`config.mk`:
```
export PLATFORM = sky130hd
export DESIGN_NAME = polyphonic_adsr_envelope_unit
export DESIGN_NICKNAME = d
export VERILOG_FILES = /design/src/rtl/core/adsr_pkg.sv /design/src/rtl/core/adsr_serdiv.sv /design/src/rtl/core/polyphonic_adsr_envelope_unit.sv
export SDC_FILE = /design/constraint.sdc
export NUM_CORES = 2
export LEC_CHECK = 0
export BUFFER_PORTS_ARGS = -buffer_cell sky130_fd_sc_hd__buf_4
export CORE_UTILIZATION = 35
export DETAILED_ROUTE_END_ITERATION = 8
export SLEW_MARGIN = 20
export SYNTH_ARGS = -nofsm -noshare
export SYNTH_HDL_FRONTEND = slang
export SYNTH_HIERARCHICAL = 1
export SYNTH_SLANG_ARGS = --single-unit
export TNS_END_PERCENT = 10
```
`constraint.sdc`:
```
create_clock -name clk -period 12.4 [get_ports clk]
set_clock_uncertainty 0.05 [all_clocks]
set_input_delay 1.24 -clock clk [delete_from_list [all_inputs] [get_ports clk]]
set_output_delay 1.24 -clock clk [all_outputs]
set_load 0.03 [all_outputs]
```
`src/rtl/core/adsr_pkg.sv`:
```
// adsr_pkg: shared constants and types for the polyphonic adsr envelope unit
// no dependencies
`default_nettype none
package adsr_pkg;
  localparam int VOICES_DEF = 16;
  localparam int COUNT_BITS_DEF = 20;
  localparam int LEN_W = 20;
  localparam int LVL_W = 16;
  localparam int VOICE_W = 4;

  typedef enum logic [1:0] {
    OP_TICK = 2'd0,
    OP_ON   = 2'd1,
    OP_OFF  = 2'd2,
    OP_NONE = 2'd3
  } opcode_t;

  typedef enum logic [2:0] {
    PH_IDLE    = 3'd0,
    PH_ATTACK  = 3'd1,
    PH_DECAY   = 3'd2,
    PH_SUSTAIN = 3'd3,
    PH_RELEASE = 3'd4
  } phase_t;

  typedef enum logic [1:0] {
    REG_ATTACK  = 2'd0,
    REG_DECAY   = 2'd1,
    REG_RELEASE = 2'd2,
    REG_SUSTAIN = 2'd3
  } reg_idx_t;
endpackage
`default_nettype wire

```
`src/rtl/core/adsr_serdiv.sv`:
```
// adsr_serdiv: restoring bit-serial divider, one quotient bit per cycle
// depends on adsr_pkg
`default_nettype none
module adsr_serdiv #(
  parameter int NUM_W = 37,
  parameter int DEN_W = 20
) (
  input  wire logic             clk,
  input  wire logic             rst,
  input  wire logic             start,
  input  wire logic [NUM_W-1:0] num,
  input  wire logic [DEN_W-1:0] den,
  output logic                  done,
  output logic [NUM_W-1:0]      quo
);
  import adsr_pkg::*;
  localparam int CNT_W = $clog2(NUM_W + 1);

  logic [DEN_W:0]   rem;
  logic [DEN_W-1:0] dsor;
  logic [CNT_W-1:0] cnt;
  logic             run;
  logic [DEN_W:0]   trial;
  logic [DEN_W+1:0] diff;

  assign trial = {rem[DEN_W-1:0], quo[NUM_W-1]};
  assign diff = {1'b0, trial} - {2'b00, dsor};

  always_ff @(posedge clk) begin
    if (rst) begin
      run <= 1'b0;
      done <= 1'b0;
      cnt <= '0;
    end else begin
      done <= 1'b0;
      if (start) begin
        run <= 1'b1;
        cnt <= CNT_W'(NUM_W);
        quo <= num;
        rem <= '0;
        dsor <= den;
      end else if (run) begin
        if (!diff[DEN_W+1]) begin
          rem <= diff[DEN_W:0];
          quo <= {quo[NUM_W-2:0], 1'b1};
        end else begin
          rem <= trial;
          quo <= {quo[NUM_W-2:0], 1'b0};
        end
        cnt <= cnt - 1'b1;
        if (cnt == CNT_W'(1)) begin
          run <= 1'b0;
          done <= 1'b1;
        end
      end
    end
  end
endmodule
`default_nettype wire

```
`src/rtl/core/polyphonic_adsr_envelope_unit.sv`:
```
// polyphonic_adsr_envelope_unit: top level, voice state, sequencer, config
// depends on adsr_pkg and adsr_serdiv
`default_nettype none
// Usage: pulse start with opcode and voice while busy is low. Note on and
// note off emit nothing. A tick walks the voices in ascending order; for
// each active voice a registered multiply feeds a restoring serial divider
// that makes one quotient bit a cycle. Each result shows on voice_out,
// level and last for exactly one cycle with strobe high; last marks the
// final voice of the tick. The receiver cannot stall. Config writes
// (cfg_we, cfg_index, cfg_data) take effect at once; the user must make
// them only while busy is low, the block itself does not enforce this.
// Synchronous rst restores register defaults and idles all voices; voice
// state lives in flip-flops with per-voice fields, no clearing pass.
// Unused opcodes and out-of-range voices are accepted and ignored.
module polyphonic_adsr_envelope_unit #(
  parameter int VOICES = adsr_pkg::VOICES_DEF,
  parameter int COUNT_BITS = adsr_pkg::COUNT_BITS_DEF
) (
  input  wire logic                         clk,
  input  wire logic                         rst,
  input  wire logic                         start,
  output logic                              busy,
  input  wire logic [1:0]                   opcode,
  input  wire logic [adsr_pkg::VOICE_W-1:0] voice,
  output logic                              strobe,
  output logic [adsr_pkg::VOICE_W-1:0]      voice_out,
  output logic [adsr_pkg::LVL_W-1:0]        level,
  output logic                              last,
  input  wire logic                         cfg_we,
  input  wire logic [1:0]                   cfg_index,
  input  wire logic [adsr_pkg::LEN_W-1:0]   cfg_data
);
  import adsr_pkg::*;
  localparam int VI_W = (VOICES > 1) ? $clog2(VOICES) : 1;
  localparam int VC_W = $clog2(VOICES + 1);
  localparam int NUM_W = LEN_W + LVL_W + 1;
  localparam logic [COUNT_BITS-1:0] CMAX = '1;

  typedef enum logic [2:0] {S_IDLE, S_SCAN, S_MUL, S_DIV, S_EMIT} st_t;

  st_t st;
  logic [LEN_W-1:0] a_len, d_len, r_len;
  logic [LVL_W-1:0] sus;
  phase_t           ph [VOICES];
  logic [COUNT_BITS-1:0] cnt [VOICES];
  logic [LVL_W-1:0] rel_start [VOICES];
  logic [LVL_W-1:0] last_lvl [VOICES];
  logic [VI_W-1:0]  vi;
  logic [VC_W-1:0]  pos;
  logic [LEN_W-1:0] n_sel, c_cap;
  logic [LEN_W-1:0] mul_a;
  logic [LVL_W:0]   mul_b;
  logic [NUM_W-1:0] prod;
  logic             div_go, div_done;
  logic [NUM_W-1:0] div_q;
  logic             any_after;
  logic [LVL_W:0]   env;
  logic [LVL_W-1:0] env_sat;
  logic             pend;
  logic [VOICE_W-1:0] pend_v;
  logic [LVL_W-1:0] pend_l;
  logic [COUNT_BITS-1:0] c_cur;
  logic             c_ge;

  function automatic logic [LEN_W-1:0] len1(input logic [LEN_W-1:0] x);
    return (x == '0) ? LEN_W'(1) : x;
  endfunction

  assign c_cur = cnt[vi];
  // count compared at the wider of the two widths
  localparam int CW = (COUNT_BITS > LEN_W) ? COUNT_BITS : LEN_W;
  assign c_ge = CW'(c_cur) >= CW'(n_sel);
  assign c_cap = c_ge ? n_sel : LEN_W'(c_cur);

  always_comb begin
    unique case (ph[vi])
      PH_ATTACK: begin
        n_sel = len1(a_len);
        mul_b = (LVL_W + 1)'(1) << LVL_W;
      end
      PH_DECAY: begin
        n_sel = len1(d_len);
        mul_b = ((LVL_W + 1)'(1) << LVL_W) - {1'b0, sus};
      end
      PH_RELEASE: begin
        n_sel = len1(r_len);
        mul_b = {1'b0, rel_start[vi]};
      end
      default: begin
        n_sel = LEN_W'(1);
        mul_b = '0;
      end
    endcase
  end

  // release scales by the samples still to go
  assign mul_a = (ph[vi] == PH_RELEASE) ? n_sel - c_cap : c_cap;

  adsr_serdiv #(.NUM_W(NUM_W), .DEN_W(LEN_W)) u_div (
    .clk(clk), .rst(rst), .start(div_go), .num(prod), .den(n_sel),
    .done(div_done), .quo(div_q)
  );

  always_comb begin
    unique case (ph[vi])
      PH_ATTACK:  env = div_q[LVL_W:0];
      PH_DECAY:   env = ((LVL_W + 1)'(1) << LVL_W) - div_q[LVL_W:0];
      PH_SUSTAIN: env = {1'b0, sus};
      PH_RELEASE: env = c_ge ? '0 : div_q[LVL_W:0];
      default:    env = '0;
    endcase
    env_sat = env[LVL_W] ? '1 : env[LVL_W-1:0];
  end

  assign busy = (st != S_IDLE);

  always_ff @(posedge clk) begin
    if (rst) begin
      st <= S_IDLE;
      a_len <= LEN_W'(441);
      d_len <= LEN_W'(4410);
      r_len <= LEN_W'(8820);
      sus <= LVL_W'(45875);
      strobe <= 1'b0;
      last <= 1'b0;
      pend <= 1'b0;
      div_go <= 1'b0;
      vi <= '0;
      for (int i = 0; i < VOICES; i++) begin
        ph[i] <= PH_IDLE;
        cnt[i] <= '0;
        rel_start[i] <= '0;
        last_lvl[i] <= '0;
      end
    end else begin
      strobe <= 1'b0;
      last <= 1'b0;
      div_go <= 1'b0;
      if (cfg_we) begin
        unique case (reg_idx_t'(cfg_index))
          REG_ATTACK:  a_len <= cfg_data;
          REG_DECAY:   d_len <= cfg_data;
          REG_RELEASE: r_len <= cfg_data;
          REG_SUSTAIN: sus <= cfg_data[LVL_W-1:0];
        endcase
      end
      unique case (st)
        S_IDLE: begin
          if (start) begin
            priority if (opcode == OP_TICK) begin
              st <= S_SCAN;
              vi <= '0;
              pos <= '0;
              pend <= 1'b0;
            end else if (opcode == OP_ON && 32'(voice) < VOICES) begin
              ph[VI_W'(voice)] <= PH_ATTACK;
              cnt[VI_W'(voice)] <= '0;
              last_lvl[VI_W'(voice)] <= '0;
              st <= S_EMIT;
            end else if (opcode == OP_OFF && 32'(voice) < VOICES) begin
              if (ph[VI_W'(voice)] != PH_IDLE) begin
                ph[VI_W'(voice)] <= PH_RELEASE;
                cnt[VI_W'(voice)] <= '0;
                rel_start[VI_W'(voice)] <= last_lvl[VI_W'(voice)];
              end
              st <= S_EMIT;
            end else begin
              st <= S_EMIT;
            end
          end
        end
        S_SCAN: begin
          if (pos == VC_W'(VOICES)) begin
            if (pend) begin
              strobe <= 1'b1;
              last <= 1'b1;
              voice_out <= pend_v;
              level <= pend_l;
            end
            pend <= 1'b0;
            st <= S_EMIT;
          end else if (ph[vi] == PH_IDLE) begin
            pos <= pos + 1'b1;
            vi <= vi + 1'b1;
          end else begin
            prod <= NUM_W'(mul_a) * NUM_W'(mul_b);
            st <= S_MUL;
          end
        end
        S_MUL: begin
          div_go <= 1'b1;
          st <= S_DIV;
        end
        S_DIV: begin
          if (div_done) begin
            if (pend) begin
              strobe <= 1'b1;
              voice_out <= pend_v;
              level <= pend_l;
            end
            pend <= 1'b1;
            pend_v <= VOICE_W'(vi);
            pend_l <= env_sat;
            last_lvl[vi] <= env_sat;
            if (c_ge && ph[vi] != PH_SUSTAIN) begin
              unique case (ph[vi])
                PH_ATTACK:  ph[vi] <= PH_DECAY;
                PH_DECAY:   ph[vi] <= PH_SUSTAIN;
                default:    ph[vi] <= PH_IDLE;
              endcase
              cnt[vi] <= COUNT_BITS'(1);
            end else if (c_cur != CMAX) begin
              cnt[vi] <= c_cur + 1'b1;
            end
            pos <= pos + 1'b1;
            vi <= vi + 1'b1;
            st <= S_SCAN;
          end
        end
        S_EMIT: st <= S_IDLE;
        default: st <= S_IDLE;
      endcase
    end
  end
endmodule
`default_nettype wire

```
==> results.py <==
metrics = {
    "floorplan": {
        "die_height_um": 431,
        "floorplan.die_area_um2": 185000,
        "die_width_um": 431,
        "core-area_um2": 182000,
        "ios": 55,
        "starting_utilization_of_the_core_area_pct": 35.4,
        "row_count": 156,
    },
    "cells_and_area": {
        "synthToLayoutAreaGrowth_pct": 13.3,
        "diodes": 0,
        "utilization_pct": 40.1,
        "layout.nets": 6059,
        "drive_above_1_share_pct": 19.5,
    },
    "setup_path": {
        "critPathKind": "reg -> reg",
        "regToRegEndpoint": "prod[36]$_DFFE_PP_",
        "cp_data_required_time_ns": 12.80,
        "worst_setup_path_end_kind": "flip-flop",
        "crit_fanout": 5,
        "regToRegSetupSlack_ns": -0.05,
        "critPathCapture": "prod[36]$_DFFE_PP_",
        "critical_path.top_delay_family": "adder cells",
        "timing.critical_path.from_type": "flip-flop",
        "cp.buffers_inverters": 15,
        "crit_path_top_delay_cell": "sky130_fd_sc_hd__mux4_2",
        "worstSetupPathDepth": 54,
        "r2r.worst_path.cells": 54,
        "worst_ep_arrival_time_ns": 12.85,
        "critical_path.most_common_cell": "sky130_fd_sc_hd__buf_4",
        "worst_path_largest_cell_delay_ns": 0.63,
    },
    "grt": {
        "grt_max_degree": 73,
        "number_of_antenna_violations_at_the_first_check_in_global_routing": 6,
        "first_global_vias": 43251,
        "grt_overflow": 0,
        "grt_pass1_wl_um": 280000,
        "grt_util_all_layers_pct": 20.2,
    },
    "timing": {
        "worstMarginPinSlew_ns": 1.12,
        "post-route-min-period_ns": 12.45,
        "grt_setup_unrepaired": "yes",
        "period_share_pct": 100,
        "timing.slew.headroom_pct": 25.2,
        "setup_slack_ns": -0.0497,
        "max_slew_violation_count": 0,
        "final-hold-violation-count": 0,
        "fmaxAchievable_mhz": 80.3,
        "finalHoldWorstSlack_ns": 0.368,
        "setup_violations": 4,
    },
    "synthesis": {
        "synth-compound-area-share_pct": 5.29,
        "synth_xor_xnor_area_share_pct": 1.23,
        "yosysWarningCount": 6,
        "dominant_combinational_cell_family_by_area_after_synthesis": "simple AND/OR/NAND/NOR gates",
        "post_synth_num_cell_types": 120,
        "synth.cell_area_um2": 64300,
        "synth-seq-cells": 1138,
        "post_synth.cell_area_avg_um2": 12.0,
        "postSynth.topFlopCell": "sky130_fd_sc_hd__edfxtp_1",
        "fraction_of_the_mapped_netlist_area_in_simple_logic_gates_pct": 14.2,
        "synth-edff-count": 1039,
        "synth_fa_ha_area_share_pct": 11.9,
        "synthMuxAreaShare_pct": 10.9,
        "synthesis.nets": 5849,
        "synthesis.instances": 5368,
        "seq_area_frac_synth_pct": 51.6,
        "synth-async-reset-ratio_pct": 0,
    },
    "detailed_routing": {
        "routedWlPerCell_um": 23.5,
        "dr.first_iter.drc_count": 4496,
        "vias_per_cell": 5.35,
        "drt_drc_violations_left": 0,
        "totalWireLength_um": 189000,
        "m1WireLength_um": 77600,
        "route.met2.wl_um": 89900,
        "met3_layer_wire_length_in_the_routed_design_um": 14300,
        "topRoutingLayerUsed": "met5",
        "num_vias": 42966,
        "drt_first_pass_iters": 6,
        "antenna_violating_nets_post_route": 0,
    },
    "pwr": {
        "netSwitchingFraction_pct": 33.5,
        "switchingPower_mw": 4.09,
        "seq_power_share_pct": 37.2,
        "cellPowerDensity_nw_per_um2": 168,
        "power.clock.fraction_pct": 26.9,
        "leakagePower_nw": 26.7,
        "power.share.combinational_pct": 35.9,
        "ir_drop_v": 0.000162,
        "intPower_mw": 8.13,
        "fin_total_pwr_mw": 12.2,
    },
    "placement": {
        "place_worst_setup_slack_ns": -0.571,
        "place.detailed.hpwl_um": 131000,
        "place.gp.congestion": 0.913,
        "io_buffers": 54,
    },
    "clocking": {
        "clk_latency_ns": 0.77,
        "clock_sink_count": 1138,
        "cts_inserted_buffers": 109,
        "post_cts_hold_buffer_count": 0,
        "clock-root-buffer": "sky130_fd_sc_hd__clkbuf_16",
        "cts.path.max_buffers": 3,
        "h_tree_depth": 3,
        "cts_tree": "built",
        "cts.reportedPaths.clkPinSlew_ns": 0.06,
    },
    "run": {
        "max_cap_violations": 0,
    },
    "min_path": {
        "timing.hold.worst.class": "reg -> reg",
    },
    "outcome": {
        "outcome": "complete, but fails checks",
        "violations": "negative setup slack",
    },
}
synth_stat cells (15+ instances only):
cell,instances,area [µm²]
sky130_fd_sc_hd__clkbuf_1,160,601
sky130_fd_sc_hd__or2_2,15,93.8
sky130_fd_sc_hd__nor2b_1,50,313
sky130_fd_sc_hd__mux2i_1,38,380
sky130_fd_sc_hd__a21oi_1,153,766
sky130_fd_sc_hd__buf_2,108,541
sky130_fd_sc_hd__o21ai_1,45,225
sky130_fd_sc_hd__nor3_1,63,315
sky130_fd_sc_hd__inv_1,411,1540
sky130_fd_sc_hd__ha_1,178,2230
sky130_fd_sc_hd__xnor2_1,60,526
sky130_fd_sc_hd__a21o_1,28,210
sky130_fd_sc_hd__nand3b_1,28,210
sky130_fd_sc_hd__nand3_1,41,205
sky130_fd_sc_hd__mux2_2,60,676
sky130_fd_sc_hd__dfxtp_1,99,1980
sky130_fd_sc_hd__o21ai_0,72,360
sky130_fd_sc_hd__fa_1,271,5430
sky130_fd_sc_hd__mux4_2,244,5500
sky130_fd_sc_hd__nor4_1,28,175
sky130_fd_sc_hd__xor2_1,30,263
sky130_fd_sc_hd__nand2_1,512,1920
sky130_fd_sc_hd__edfxtp_1,1039,31200
sky130_fd_sc_hd__a22oi_1,25,188
sky130_fd_sc_hd__buf_4,20,150
sky130_fd_sc_hd__o21a_1,20,150
sky130_fd_sc_hd__nor2_2,24,150
sky130_fd_sc_hd__mux4_1,16,420
sky130_fd_sc_hd__nand2b_1,112,701
sky130_fd_sc_hd__and2_1,34,213
sky130_fd_sc_hd__a21oi_2,17,149
sky130_fd_sc_hd__nor2_1,1091,4100
per-layer routing:
metal	up-vias	global-route usage, %
met3	328	3.61
met4	2	6.81
met5	-	0
li1	19106	-
met1	21894	26.8
met2	1636	33.1
registers in the layout, summed over array words and instances (netlist names), 37 cells and up, named ones only:
| register | flops |
|---|---|
| rel_start | 256 |
| last_lvl | 256 |
| cnt | 320 |
| prod | 37 |
| u_div/quo | 37 |
| ph | 48 |
what timing repair did:
action / CTS / global route
buffers inserted: 27 / 7
gates resized for setup: 56 / 33
setup endpoints to repair: 11 / 16
cloned: 0 / 0
endpoints found under the hold margin: 0 / 0
pin swaps: 39 / 33
metrics by stage:
stage / TNS, ns / instance area, µm² / std cells
2_1_floorplan: 0 / 64400 / 5368
5_1_grt: -3.66 / 72800 / 8037
3_5_place_dp: -2.94 / 68700 / 7802
3_3_place_gp: -1.43 / 68700 / 7802
6_report: -0.120 / 72800 / 8037
4_1_cts: -0.00981 / 72600 / 8029
how the worst min path moves through the flow:
| stage | cells after the start | start | slack [ns] | end |
|---|---|---|---|---|
| 2_1_floorplan | 0 | pend_l[0]$_DFFE_PP_ | 0.35 | level[0]$_DFFE_PP_ |
| 3_3_place_gp | 0 | pend_l[9]$_DFFE_PP_ | 0.35 | level[9]$_DFFE_PP_ |
| 3_5_place_dp | 0 | pend_l[14]$_DFFE_PP_ | 0.36 | level[14]$_DFFE_PP_ |
| 4_1_cts | 0 | pend_l[14]$_DFFE_PP_ | 0.37 | level[14]$_DFFE_PP_ |
| 5_1_grt | 0 | pend_l[14]$_DFFE_PP_ | 0.38 | level[14]$_DFFE_PP_ |
| 6_report | 0 | pend_l[14]$_DFFE_PP_ | 0.37 | level[14]$_DFFE_PP_ |
final cells by class:
type / count / area (µm²)
tap: 2370 / 2970
multi-input combinational: 3492 / 28400
fill: 17120 / 109000
timing repair buffer: 422 / 3240
clock inverter: 52 / 513
inverter: 415 / 1560
clock buffer: 148 / 2930
sequential: 1138 / 33200
worst reg2reg max path, delay by kind of cell, from the launching register on:
family          cells  cell delay (ns)
flops               1             0.38
compound gates     14             2.56
fa+ha+maj           9             3.97
xor+xnor            1             0.17
buf+inv            15             1.67
mux                 3             1.29
simple gates       12             2.02
logic make-up (layout without fill, tap and decap cells):
family / count (synthesis) / in the layout
simple gates: 2089 / 2089
fa+ha+maj: 449 / 449
flops: 1138 / 1138
xor+xnor: 90 / 90
compound gates: 505 / 505
mux: 359 / 359
buf+inv: 738 / 1037
power groups by stage:
stage	Sequential [mW]	Combinational, mW	Clock (mW)
2_1_floorplan	4.58	2.57	0
3_3_place_gp	4.62	4.03	0
3_5_place_dp	4.63	4.07	0
4_1_cts	4.55	4.26	3.32
5_1_grt	4.56	4.83	3.46
6_report	4.55	4.39	3.28
layout by cell type (no fill, tap or decap), types with 12 or more instances in the layout:
cell type and n:
sky130_fd_sc_hd__fa_1 267, sky130_fd_sc_hd__ha_1 170, sky130_fd_sc_hd__o21ai_1 44, sky130_fd_sc_hd__nand2b_1 106, sky130_fd_sc_hd__nand2_1 512, sky130_fd_sc_hd__o21ai_2 20, sky130_fd_sc_hd__nand3_1 40, sky130_fd_sc_hd__nor2_2 27
sky130_fd_sc_hd__buf_4 409, sky130_fd_sc_hd__nor3_1 58, sky130_fd_sc_hd__clkbuf_1 33, sky130_fd_sc_hd__nand3b_1 28, sky130_fd_sc_hd__mux4_2 244, sky130_fd_sc_hd__nor4_1 26, sky130_fd_sc_hd__o21ai_0 58, sky130_fd_sc_hd__dfxtp_1 94
sky130_fd_sc_hd__a22oi_1 19, sky130_fd_sc_hd__clkbuf_16 109, sky130_fd_sc_hd__nor2_1 1086, sky130_fd_sc_hd__edfxtp_1 1039, sky130_fd_sc_hd__a21oi_2 27, sky130_fd_sc_hd__a21oi_1 142, sky130_fd_sc_hd__o21a_1 18, sky130_fd_sc_hd__mux2i_1 35
sky130_fd_sc_hd__mux2_2 59, sky130_fd_sc_hd__xor2_1 30, sky130_fd_sc_hd__inv_1 410, sky130_fd_sc_hd__xnor2_1 60, sky130_fd_sc_hd__a21o_1 28, sky130_fd_sc_hd__clkinv_2 14, sky130_fd_sc_hd__or2_2 15, sky130_fd_sc_hd__clkinv_1 17
sky130_fd_sc_hd__mux4_1 16, sky130_fd_sc_hd__nor2b_1 48, sky130_fd_sc_hd__and2_1 32, sky130_fd_sc_hd__nand4_1 12
Power figures use the tool's default switching activity.
